===== src/hw/rtl/core_mask_backfill_scheduler_assert.svh =====
// Assertion macros for the backfill scheduler.
`ifndef CORE_MASK_BACKFILL_SCHEDULER_ASSERT_SVH
`define CORE_MASK_BACKFILL_SCHEDULER_ASSERT_SVH
// ante holds -> cons holds in the same cycle
`define CMBS_AST_IMP(lbl, ante, cons) \
	lbl: assert property (@(posedge clk) disable iff (!arst_n) (ante) |-> (cons)) \
		else $error("scheduler assertion failed");
// ante holds -> cons holds in the next cycle
`define CMBS_AST_NXT(lbl, ante, cons) \
	lbl: assert property (@(posedge clk) disable iff (!arst_n) (ante) |=> (cons)) \
		else $error("scheduler assertion failed");
`endif


===== src/hw/rtl/cmbs_pkg.sv =====
// Shared types and codes of the backfill scheduler.
package cmbs_pkg;
	localparam logic [1:0] ACT_OFFER   = 2'd0;
	localparam logic [1:0] ACT_BEGIN   = 2'd1;
	localparam logic [1:0] ACT_FINISH  = 2'd2;
	localparam logic [1:0] ACT_OVERDUE = 2'd3;

	localparam logic [2:0] KIND_STARTED  = 3'd0;
	localparam logic [2:0] KIND_RESERVED = 3'd1;
	localparam logic [2:0] KIND_WAITING  = 3'd2;
	localparam logic [2:0] KIND_RELEASED = 3'd3;
	localparam logic [2:0] KIND_OVERDUE  = 3'd4;
	localparam logic [2:0] KIND_NOTHING  = 3'd5;

	localparam int IN_DATA_W  = 80;
	localparam int OUT_DATA_W = 104;

	typedef struct packed {
		logic       take;
		logic       start_ld;
		logic       start_resv;
		logic       upd;
		logic       walk_step;
		logic       commit;
		logic       reserve;
		logic       emit_k;
		logic [2:0] emit_kind;
		logic       rel_rd;
		logic       rel_commit;
		logic       scan_init;
		logic       scan_step;
		logic       scan_fin;
	} cmd_t;

	typedef struct packed {
		logic [1:0] act;
		logic       fits_in;
		logic       fits_resv;
		logic       bf_ok;
		logic       resv_v;
		logic       rel_ok;
		logic       walk_end;
		logic       scan_end;
		logic       hit;
		logic       pend_v;
		logic       out_free;
	} st_t;
endpackage


===== src/hw/rtl/cmbs_ctrl.sv =====
// Controller state machine of the backfill scheduler.
module cmbs_ctrl (
	input  logic          clk,
	input  logic          arst_n,
	input  logic          in_valid,
	output logic          in_ready,
	input  cmbs_pkg::st_t st,
	output cmbs_pkg::cmd_t cmd
);
	localparam logic [2:0] S_IDLE = 3'd0;
	localparam logic [2:0] S_DEC  = 3'd1;
	localparam logic [2:0] S_WALK = 3'd2;
	localparam logic [2:0] S_FIN  = 3'd3;
	localparam logic [2:0] S_REL  = 3'd4;
	localparam logic [2:0] S_SCAN = 3'd5;
	localparam logic [2:0] S_SEND = 3'd6;

	logic [2:0] state_q, state_d;

	assign in_ready = (state_q == S_IDLE);

	always_comb begin
		cmd = '0;
		cmd.emit_kind = cmbs_pkg::KIND_NOTHING;
		state_d = state_q;
		case (state_q)
			S_IDLE: begin
				if (in_valid) begin
					cmd.take = 1'b1;
					state_d = S_DEC;
				end
			end
			S_DEC: begin
				case (st.act)
					cmbs_pkg::ACT_OFFER: begin
						if (!st.resv_v && st.fits_in) begin
							cmd.start_ld = 1'b1;
							cmd.upd = 1'b1;
							state_d = S_WALK;
						end else if (st.resv_v && st.bf_ok && st.fits_in) begin
							cmd.start_ld = 1'b1;
							state_d = S_WALK;
						end else if (st.out_free) begin
							if (!st.resv_v) begin
								cmd.reserve = 1'b1;
							end else begin
								cmd.emit_k = 1'b1;
								cmd.emit_kind = cmbs_pkg::KIND_WAITING;
							end
							state_d = S_IDLE;
						end
					end
					cmbs_pkg::ACT_BEGIN: begin
						if (st.resv_v && st.fits_resv) begin
							cmd.start_ld = 1'b1;
							cmd.start_resv = 1'b1;
							cmd.upd = 1'b1;
							state_d = S_WALK;
						end else if (st.out_free) begin
							cmd.emit_k = 1'b1;
							state_d = S_IDLE;
						end
					end
					cmbs_pkg::ACT_FINISH: begin
						if (st.rel_ok) begin
							cmd.rel_rd = 1'b1;
							state_d = S_REL;
						end else if (st.out_free) begin
							cmd.emit_k = 1'b1;
							state_d = S_IDLE;
						end
					end
					default: begin
						cmd.scan_init = 1'b1;
						state_d = S_SCAN;
					end
				endcase
			end
			S_WALK: begin
				cmd.walk_step = 1'b1;
				if (st.walk_end) begin
					state_d = S_FIN;
				end
			end
			S_FIN: begin
				if (st.out_free) begin
					cmd.commit = 1'b1;
					state_d = S_IDLE;
				end
			end
			S_REL: begin
				if (st.out_free) begin
					cmd.rel_commit = 1'b1;
					state_d = S_IDLE;
				end
			end
			S_SCAN: begin
				if (!(st.hit && st.pend_v && !st.out_free)) begin
					cmd.scan_step = 1'b1;
					if (st.scan_end) begin
						state_d = S_SEND;
					end
				end
			end
			S_SEND: begin
				if (st.out_free) begin
					cmd.scan_fin = 1'b1;
					state_d = S_IDLE;
				end
			end
			default: begin
				state_d = S_IDLE;
			end
		endcase
	end

	always_ff @(posedge clk or negedge arst_n) begin
		if (!arst_n) begin
			state_q <= S_IDLE;
		end else begin
			state_q <= state_d;
		end
	end
endmodule


===== config.mk =====
export PLATFORM = sky130hd
export DESIGN_NAME = cmbs_ctrl
export DESIGN_NICKNAME = d
export VERILOG_FILES = /design/src/hw/rtl/core_mask_backfill_scheduler_assert.svh /design/src/hw/rtl/cmbs_pkg.sv /design/src/hw/rtl/cmbs_ctrl.sv
export SDC_FILE = /design/constraint.sdc
export NUM_CORES = 1
export LEC_CHECK = 0
export BUFFER_PORTS_ARGS = -buffer_cell sky130_fd_sc_hd__buf_2
export CAP_MARGIN = 20
export CORE_UTILIZATION = 30
export CTS_CLUSTER_DIAMETER = 30
export CTS_CLUSTER_SIZE = 24
export DETAILED_ROUTE_END_ITERATION = 12
export PLACE_DENSITY = 0.62
export SYNTH_ARGS = -nofsm -noshare
export SYNTH_HDL_FRONTEND = slang
export SYNTH_SLANG_ARGS = --single-unit

===== constraint.sdc =====
create_clock -name clk -period 1.3 [get_ports clk]
set_input_delay 0 -clock clk [delete_from_list [all_inputs] [get_ports clk]]
set_output_delay 0 -clock clk [all_outputs]
set_load 0.005 [all_outputs]

[Word level (Yosys, flattened, before mapping)]
Index checks and enable logic that the tools add are counted.
Widths: inputs -> output; s select.
Operators by class
  equal/unequal tests: 12
  multiplexer cells: 43
  reduce and logical (&&, ||, !) cells: 13
Operators with widths (count)
  $mux 3: 12
  $mux 1: 21
  $mux 5: 3
  $pmux 3 s5: 1
  $eq 3x3->1 const B: 3
  $pmux 3 s3: 1
  $ne 2x2->1 const B: 4
  $eq 3x2->1 const B: 2
  $logic_and 1x1->1: 6
  $mux 6: 1
  $reduce_or 3->1: 2
  $mux 4: 1
  $pmux 1 s2: 2
  $reduce_and 4->1: 1
  $eq 3x1->1 const B: 1
  $logic_not 3->1: 1
  $pmux 1 s3: 1
  $eq 2x1->1 const B: 1
  $eq 2x2->1 const B: 1
  $logic_not 1->1: 2
  $logic_not 2->1: 1
Word-level totals
  output and inout bits: 17
  input port bits: 15
  bits in registers: 3

[Logic depth before layout (Yosys ltp)]
Gate-level depths: netlist of the first run.
  word-level depth: 6
  depth in mapped cells: 6

[Worst setup path after synthesis of the first run]
OpenSTA, ideal clock, no wires.
  path type: register -> output
  from: reg state_q[2]
  to: out cmd[7] in the netlist's numbering
  arrival time: 1316 ps
  path slack: -16 ps
  stages on the path, launching flop included: 7
  path buffers: 3
  data required time: 1300 ps
  cell sequence: dfrtp_1 -> buf_6 -> nand2b_4 -> or2_1 -> buf_6 -> or2_4 -> buf_4
RTL lines
  start: declaration: RTL line cmbs_ctrl.sv:18  | logic [2:0] state_q, state_d;
  start signal: assignment: RTL line cmbs_ctrl.sv:121  | state_q <= state_d;
  end: declaration: RTL line cmbs_ctrl.sv:8  | output cmbs_pkg::cmd_t cmd

==> results of run 1 <==
[tightest hold or removal path, cell delays in order]
cell	delay [ns]
buf_2	0.10
nand3_1	0.05
a22oi_1	0.06
[layout make-up]
class                   count  area, um^2  area share
multi-input cells          56         363       0.521
repair buffers             37         209       0.300
clock buffers               4        26.3      0.0377
flip-flops and latches      3        76.3       0.110
inverters                   1        3.75     0.00539
well taps                  15        18.8      0.0269
[metal layers]
| metal | track usage | vias up | wire [um] |
|---|---|---|---|
| met4 | 0.0750 | 0 | 17 |
| met3 | 0.0652 | 2 | 78 |
| met2 | 0.262 | 19 | 659 |
| met1 | 0.245 | 261 | 611 |
| li1 | - | 304 | - |
| met5 | 0 | - | 0 |
[placed cells by master, fill, tap and decap left out, types with 2 or more instances in the layout]
master	instances
buf_4	5
nand3_1	3
a21oi_1	2
dfrtp_1	2
or2_4	2
nor2_1	7
nand2_1	12
mux2i_1	2
o21ai_0	4
buf_2	30
clkbuf_4	3
nor2_2	2
nor2b_1	2
[stage by stage]
| step | TNS, ns | area (um^2) | util | hold slack [ns] | total power, mW |
|---|---|---|---|---|---|
| detailed placement | 0 | 602 | 0.446 | -0.200 | 0.798 |
| floorplan | -0.0162 | 454 | - | -0.296 | 0.652 |
| CTS | -0.661 | 673 | 0.499 | 0.0356 | 1.06 |
| finish | -0.483 | 697 | 0.516 | 0.0345 | 1.10 |
| global route | -1.25 | 697 | 0.516 | 0.0481 | 1.21 |
| global placement | 0 | 602 | 0.446 | -0.201 | 0.796 |
[report_power, final]
| group | total (mW) | leakage [nW] | internal (mW) | switching (mW) |
|---|---|---|---|---|
| combinational | 0.743 | 0.296 | 0.370 | 0.373 |
| sequential | 0.195 | 0.0354 | 0.142 | 0.0532 |
| clock | 0.166 | 0.0150 | 0.115 | 0.0511 |
[what timing repair did]
item	in CTS	in global routing
hold buffers	1	0
setup endpoints to repair	10	15
pin swaps	3	1
resized for setup	5	5
endpoints found under the hold margin	3	0
setup buffers	2	0
[cells by family (layout without fill, tap and decap cells)]
kind of cell | count (synthesis) | after routing | synth area share
muxes | 2 | 2 | 0.0441
and+or+nand+nor | 41 | 41 | 0.488
buffers and inverters | 8 | 42 | 0.116
DFF | 3 | 3 | 0.165
AOI/OAI and AO/OA | 13 | 13 | 0.187
[worst paths after layout]
path / start / to / slack [ns]
min reg2reg: state_q[0]$_DFFE_PN0P_ / state_q[0]$_DFFE_PN0P_ / 0.66
max reg2reg: state_q[0]$_DFFE_PN0P_ / state_q[1]$_DFFE_PN0P_ / 0.18
max in group asynchronous: arst_n / state_q[1]$_DFFE_PN0P_ / 1.09
max: state_q[2]$_DFFE_PN0P_ / cmd[6] / -0.08
min in group asynchronous: arst_n / state_q[0]$_DFFE_PN0P_ / 0.09
min: st[3] / state_q[1]$_DFFE_PN0P_ / 0.03
==> results.yml, run 1 <==
critical_path:
  endpoint_kind: "primary output"
  cp.arrival_ns: 1.38
  worst-path-max-fanout: 7
  path_depth: 5
  path_buf_inv: 2
  slowest_stage: "dfrtp_1"
  critical_path_required_ns: 1.30
  worstSetupPathType: "flip-flop to primary output"
  critPathMaxStageDelay_ns: 0.37
  crit_top_cell: "or2_4"
  start_kind: "flip-flop"
  critPathTopFamily: "simple AND/OR/NAND/NOR gates"
  cp_cell_sequence: "nand2b_4 -> or2_4 -> or2_4 -> inv_2 -> buf_6"
  rr_worst_depth: 4
floorplan:
  io_pins: 32
  start_util: 0.336
  core_area_um2: 1350
  dieArea_um2: 1670
  rows: 13
  die_w_um: 40.9
  die_h_um: 40.9
global_route:
  grt_overflow: 0
  antenna_found_initial: 0
  grt_pass1_wl_mm: 1.94
  grt_pass1_vias: 449
  grt_max_degree: 12
  grt.total_usage: 0.183
final_layout:
  instances_no_fill: 116
  largest_reg_flops: 3
  drive_gt1_frac: 0.505
  area_growth_pct: 53.4
  final_net_count: 117
  nFillCells: 131
  top_regs: "state_q: 3 flops"
  top_register: "state_q"
  n_antenna_cell: 0
detailed_routing:
  wire_per_inst_um: 11.8
  first_pass_iters: 4
  viasPerCell: 5.05
  drt-initial-drc-count: 16
  ant_nets: 0
  totalWireLength_mm: 1.37
  vias: 586
  drc: 0
sta:
  period_minus_slack_ns: 1.38
  fin_crit_sh: 1.06
  relSlewSlack: 0.801
  drv_slew: 0
  setup_ws_ns: -0.0784
  fmax_mhz: 725
  rsz0062_at_grt: "yes"
  hold_viol: 0
  skew_ns: 0.00125
  setup_violations: 8
  tightest_slew_ns: 0.298
yosys:
  seq_area_frac_synth: 0.165
  synthesis.instances: 67
  ys_ff_latch: 3
  ys_top_cells_by_area: "dfrtp_1 (17%), nand2_1 (9.9%), nor2_1 (7.4%), buf_6 (5.0%), mux2i_1 (4.4%)"
  ys_warn_count: 0
  ys_async_sr_fraction: 1.00
  synth_nets: 82
  ys_types: 33
  yosys-top-cells-count: "nand2_1 (12), nor2_1 (9), o21ai_0 (4)"
  synth.avg_cell_area_um2: 6.78
  ys.flop_type: "dfrtp_1"
  yosysTopAreaCell: "dfrtp_1"
  syn_area_um2: 454
  synth.most_common_cell: "nand2_1"
  synth_edf_count: 0
  synth_top_area_share: 0.165
placed_design:
  gp_congestion: 0.747
  post-place-cells: 109
  hpwl_um: 975
  port_buffers: 31
  dp_slack_ns: 0.0608
clock_network:
  numClockSinks: 3
  clockBufferDepth: 2
  clk_latency_ns: 0.23
  root_buffer: "clkbuf_4"
  htreeDepth: 1
  clkTransAtPathRegs_ns: 0.04
  cts_buffers: 3
  cts_tree: "done"
min_path:
  hold_depth: 3
  min_path_type: "input port to flip-flop"
pwr:
  leakage_nw: 0.347
  ir_drop_uv: 733
  power_density_nw_per_um2: 1580
run_status:
  status: "finished, violations left"
  violations: "negative setup slack"
run:
  maxCapViolCount: 0
No activity file was read; power rests on OpenSTA's default activity.
==> run 2: changes to the inputs <==
--- a/config.mk
+++ b/config.mk
@@ -7,11 +7,14 @@
 export LEC_CHECK = 0
 export BUFFER_PORTS_ARGS = -buffer_cell sky130_fd_sc_hd__buf_2
 export CAP_MARGIN = 20
-export CORE_UTILIZATION = 30
+export CELL_PAD_IN_SITES_DETAIL_PLACEMENT = 1
+export CELL_PAD_IN_SITES_GLOBAL_PLACEMENT = 2
+export CORE_ASPECT_RATIO = 0.7
+export CORE_UTILIZATION = 16
 export CTS_CLUSTER_DIAMETER = 30
 export CTS_CLUSTER_SIZE = 24
 export DETAILED_ROUTE_END_ITERATION = 12
-export PLACE_DENSITY = 0.62
+export PLACE_DENSITY = 0.68
 export SYNTH_ARGS = -nofsm -noshare
 export SYNTH_HDL_FRONTEND = slang
 export SYNTH_SLANG_ARGS = --single-unit
==> results.yml, run 2 (synthesis gave the netlist of run 1 again) <==
detailed_routing:
  ant_nets: 0
  wire_per_inst_um: 12.3
  first_pass_iters: 4
  vias: 619
  drc: 0
  viasPerCell: 4.45
  drt-initial-drc-count: 12
  totalWireLength_mm: 1.71
final_layout:
  multi_input_area_um2: 353
  n_antenna_cell: 0
  drive_gt1_frac: 0.495
  final_common_cell: "buf_2"
  area_growth_pct: 68.9
  final-seq-area_um2: 77.6
  final_net_count: 121
  final_cell_mix: "buf_2 (29), nand2_1 (12), nor2_1 (9), buf_4 (9), o21ai_0 (4)"
  top_register: "state_q"
  largest_reg_flops: 3
  top_regs: "state_q: 3 flops"
  nFillCells: 330
floorplan:
  core_area_um2: 2570
  start_util: 0.177
  rows: 15
  die_h_um: 46.6
  dieArea_um2: 3060
  io_pins: 32
  die_w_um: 65.7
min_path:
  min_path_type: "input port to flip-flop"
  hold_depth: 3
global_route:
  grt_pass1_wl_mm: 2.64
  grt_max_degree: 12
  grt.total_usage: 0.118
  grt_pass1_vias: 551
  antenna_found_initial: 0
  grt_overflow: 0
pwr:
  pwr-share-seq: 0.161
  leakage_nw: 0.378
  ir_drop_uv: 359
  comb_power_share: 0.637
  internal-power_mw: 0.806
  power_density_nw_per_um2: 1740
  p_sw_frac: 0.397
  pwr-share-clk: 0.202
  p_sw_mw: 0.531
run_status:
  violations: "negative setup slack"
  status: "finished, violations left"
clock_network:
  cts_buffers: 3
  htreeDepth: 1
  clockBufferDepth: 2
  clkTransAtPathRegs_ns: 0.03
  numClockSinks: 3
  clk_latency_ns: 0.21
  root_buffer: "clkbuf_8"
  cts_tree: "done"
critical_path:
  critical_path_required_ns: 1.30
  endpoint_kind: "primary output"
  start_kind: "flip-flop"
  worst-path-max-fanout: 8
  rr_worst_depth: 5
  cp.arrival_ns: 1.38
  worstSetupPathType: "flip-flop to primary output"
sta:
  skew_ns: 0.00180
  hold_viol: 0
  tightest_slew_ns: 0.290
  relSlewSlack: 0.806
  fin_setup_tns_ns: -0.366
  drv_slew: 0
  period_minus_slack_ns: 1.38
  rsz0062_at_grt: "yes"
  fin_crit_sh: 1.06
  setup_violations: 7
  setup_ws_ns: -0.0766
  fmax_mhz: 726
  whs_ns: 0.0766
placed_design:
  gp_congestion: 0.706
  port_buffers: 31
  hpwl_mm: 1.36
run:
  maxCapViolCount: 0
run 2: cell types whose count changed in the layout (fill, tap and decap cells not counted), sizes merged:
cell / before / now
buf: 36 / 40
run 2: metrics by stage:
stage | power, mW | instances | setup slack (ns) | utilization | instance area (um^2)
floorplan | 0.652 | 67 | -0.0162 | - | 454
global placement | 0.902 | 131 | 0.0947 | 0.252 | 648
detailed placement | 0.912 | 131 | 0.0860 | 0.252 | 648
CTS | 1.21 | 136 | -0.0887 | 0.274 | 706
global route | 1.46 | 139 | -0.131 | 0.298 | 767
finish | 1.34 | 139 | -0.0766 | 0.298 | 767
run 2: power by group through the flow:
stage               Combinational [mW]  Clock (mW)  Sequential [mW]
finish                           0.852       0.270            0.216
global route                     0.948       0.286            0.221
CTS                              0.728       0.276            0.209
detailed placement               0.705           0            0.206
global placement                 0.698           0            0.204
floorplan                        0.491           0            0.162
run 2: area by class of cell:
type	instances	area share
flip-flops and latches	3	0.101
inverters	1	0.00489
multi-input cells	56	0.460
well taps	34	0.0555
clock buffers	4	0.0587
repair buffers	41	0.320
run 2: path summary, 6_finish.rpt:
kind / to / slack [ns] / startpoint
min in group asynchronous: state_q[1]$_DFFE_PN0P_ / 0.12 / arst_n
worst max-delay path: cmd[6] / -0.08 / state_q[2]$_DFFE_PN0P_
worst min register to register: state_q[1]$_DFFE_PN0P_ / 0.68 / state_q[1]$_DFFE_PN0P_
max in group asynchronous: state_q[0]$_DFFE_PN0P_ / 1.05 / arst_n
worst min-delay path: state_q[1]$_DFFE_PN0P_ / 0.08 / st[3]
worst max register to register: state_q[0]$_DFFE_PN0P_ / 0.11 / state_q[2]$_DFFE_PN0P_
run 2: worst max-delay path, cell delays in order (launching register included):
cell	delay (ns)
dfrtp_1	0.37
nand2b_4	0.14
or2_4	0.26
or2_4	0.25
inv_2	0.05
buf_6	0.08
run 2: what timing repair did:
action	CTS	global route
hold buffers	1	0
pin swaps	1	1
resized for setup	1	8
hold endpoints to repair	3	0
setup buffers	0	3
endpoints found under the setup margin	10	13
cloned	0	0
run 2: routing by layer:
metal,wire (um),track usage,share of wire,up-vias
li1,-,-,-,310
met1,842,0.168,0.49,291
met5,0,0,0,-
met2,770,0.169,0.45,16
met3,97,0.0396,0.057,2
met4,4,0.0217,0.0023,0
==> run 3: changes to the inputs <==
--- a/config.mk
+++ b/config.mk
@@ -10,11 +10,13 @@
 export CELL_PAD_IN_SITES_DETAIL_PLACEMENT = 1
 export CELL_PAD_IN_SITES_GLOBAL_PLACEMENT = 2
 export CORE_ASPECT_RATIO = 0.7
+export CORE_MARGIN = 2
 export CORE_UTILIZATION = 16
 export CTS_CLUSTER_DIAMETER = 30
 export CTS_CLUSTER_SIZE = 24
 export DETAILED_ROUTE_END_ITERATION = 12
 export PLACE_DENSITY = 0.68
+export SETUP_SLACK_MARGIN = 0.2
 export SYNTH_ARGS = -nofsm -noshare
 export SYNTH_HDL_FRONTEND = slang
 export SYNTH_SLANG_ARGS = --single-unit
==> results.yml, run 3 (synthesis gave the netlist of run 1 again) <==
run_status:
  status: "finished, violations left"
  violations: "negative setup slack"
clock_network:
  cts_tree: "done"
  clockBufferDepth: 2
  clk_latency_ns: 0.22
  htreeDepth: 1
  clkTransAtPathRegs_ns: 0.03
  root_buffer: "clkbuf_8"
  cts_buffers: 3
  numClockSinks: 3
placed_design:
  dp_slack_ns: 0.0739
  hpwl_mm: 1.29
  gp_congestion: 0.748
  port_buffers: 31
  post-place-cells: 131
  placed_cell_area_um2: 638
detailed_routing:
  viasPerCell: 4.44
  vias: 652
  drt-initial-drc-count: 9
  first_pass_iters: 4
  wire_per_inst_um: 12.9
  ant_nets: 0
  totalWireLength_mm: 1.90
  drc: 0
floorplan:
  io_pins: 32
  dieArea_um2: 3290
  core_area_um2: 2740
  start_util: 0.166
  die_w_um: 67.7
  rows: 16
  die_h_um: 48.6
global_route:
  grt_max_degree: 12
  grt_overflow: 0
  grt_pass1_wl_mm: 2.68
  grt.total_usage: 0.107
  antenna_found_initial: 0
  grt_pass1_vias: 576
min_path:
  min_path_type: "input port to flip-flop"
  hold_depth: 3
  holdPathEnd: "state_q[1]$_DFFE_PN0P_"
  hp-start: "st[3]"
sta:
  skew_ns: 0.000864
  hold_viol: 0
  tightest_slew_ns: 0.324
  fin_setup_tns_ns: -0.437
  fin_crit_sh: 1.08
  fmax_mhz: 712
  drv_slew: 0
  period_minus_slack_ns: 1.40
  rsz0062_at_grt: "yes"
  setup_violations: 9
  setup_ws_ns: -0.104
  relSlewSlack: 0.783
final_layout:
  drive_gt1_frac: 0.658
  final_cell_mix: "buf_2 (29), nand2_1 (10), buf_6 (10)"
  multi_input_area_um2: 428
  n_antenna_cell: 0
  top_regs: "state_q: 3 flops"
  nFillCells: 344
  top_register: "state_q"
  final_net_count: 127
  instances_no_fill: 147
  area_growth_pct: 102
  final_area_um2: 920
  final_common_cell: "buf_2"
  largest_reg_flops: 3
  final-seq-area_um2: 77.6
pwr:
  p_sw_frac: 0.391
  comb_power_share: 0.723
  leakage_nw: 0.430
  p_sw_mw: 0.681
  power_mw: 1.74
  internal-power_mw: 1.06
  pwr-share-seq: 0.120
  pwr-share-clk: 0.158
  ir_drop_uv: 383
  power_density_nw_per_um2: 1890
critical_path:
  worstSetupPathType: "flip-flop to primary output"
  worst-path-max-fanout: 8
  cp.arrival_ns: 1.40
  start_kind: "flip-flop"
  regToRegStartpoint: "state_q[1]$_DFFE_PN0P_"
  rr_worst_depth: 5
  critical_path_required_ns: 1.30
  reg2reg_slack_ns: 0.04
  endpoint_kind: "primary output"
  worst_r2r_endpoint: "state_q[0]$_DFFE_PN0P_"
run:
  maxCapViolCount: 0
run 3: changes by cell type in the layout (fill, tap and decap cells not counted), sizes merged:
| cell | previous run | this run |
|---|---|---|
| buf | 40 | 46 |
run 3: critical path, stage by stage (launching register included):
cell and delay [ns]:
dfrtp_1 0.37, nand2b_4 0.15, or2_4 0.27, and4bb_1 0.27
buf_2 0.13
run 3: worst max path at each step:
| stage | end | start |
|---|---|---|
| CTS | cmd[6] | state_q[2]$_DFFE_PN0P_ |
| finish | cmd[4] | state_q[2]$_DFFE_PN0P_ |
| detailed placement | cmd[6] | state_q[2]$_DFFE_PN0P_ |
| global route | cmd[4] | state_q[2]$_DFFE_PN0P_ |
| floorplan | cmd[7] | state_q[2]$_DFFE_PN0P_ |
| global placement | cmd[6] | state_q[2]$_DFFE_PN0P_ |
run 3: per-stage QoR:
stage / util / hold WS, ns
after global placement: 0.233 / -0.200
after floorplan: - / -0.296
after detailed placement: 0.233 / -0.196
after CTS: 0.271 / 0.0645
final: 0.335 / 0.0561
after global routing: 0.335 / 0.0791
run 3: per-layer routing:
| metal | wire, um | global-route usage |
|---|---|---|
| met2 | 958 | 0.162 |
| met3 | 89 | 0.0326 |
| met1 | 852 | 0.150 |
| met5 | 0 | 0 |
| met4 | 0 | 0.0204 |
run 3: layout make-up:
type,instances,share of cell area
sequential,3,0.0844
tap,36,0.0490
multi-input combinational,56,0.465
timing repair buffer,47,0.348
inverter,1,0.00408
clock buffer,4,0.0490
run 3: power by group through the flow:
| stage | clock network, mW | logic [mW] | registers (mW) |
|---|---|---|---|
| 5_1_grt | 0.292 | 1.37 | 0.213 |
| 4_1_cts | 0.281 | 0.818 | 0.185 |
| 6_report | 0.274 | 1.26 | 0.208 |
| 2_1_floorplan | 0 | 0.498 | 0.162 |
| 3_5_place_dp | 0 | 0.647 | 0.189 |
| 3_3_place_gp | 0 | 0.638 | 0.187 |
run 3: what timing repair did:
| action | 4_1_cts | 5_1_grt |
|---|---|---|
| gates cloned | 0 | 1 |
| gates resized for setup | 6 | 32 |
| hold endpoints to repair | 3 | 0 |
| hold buffers | 1 | 0 |
| pin swaps | 3 | 11 |
| setup endpoints to repair | 20 | 20 |
| buffers inserted | 4 | 6 |
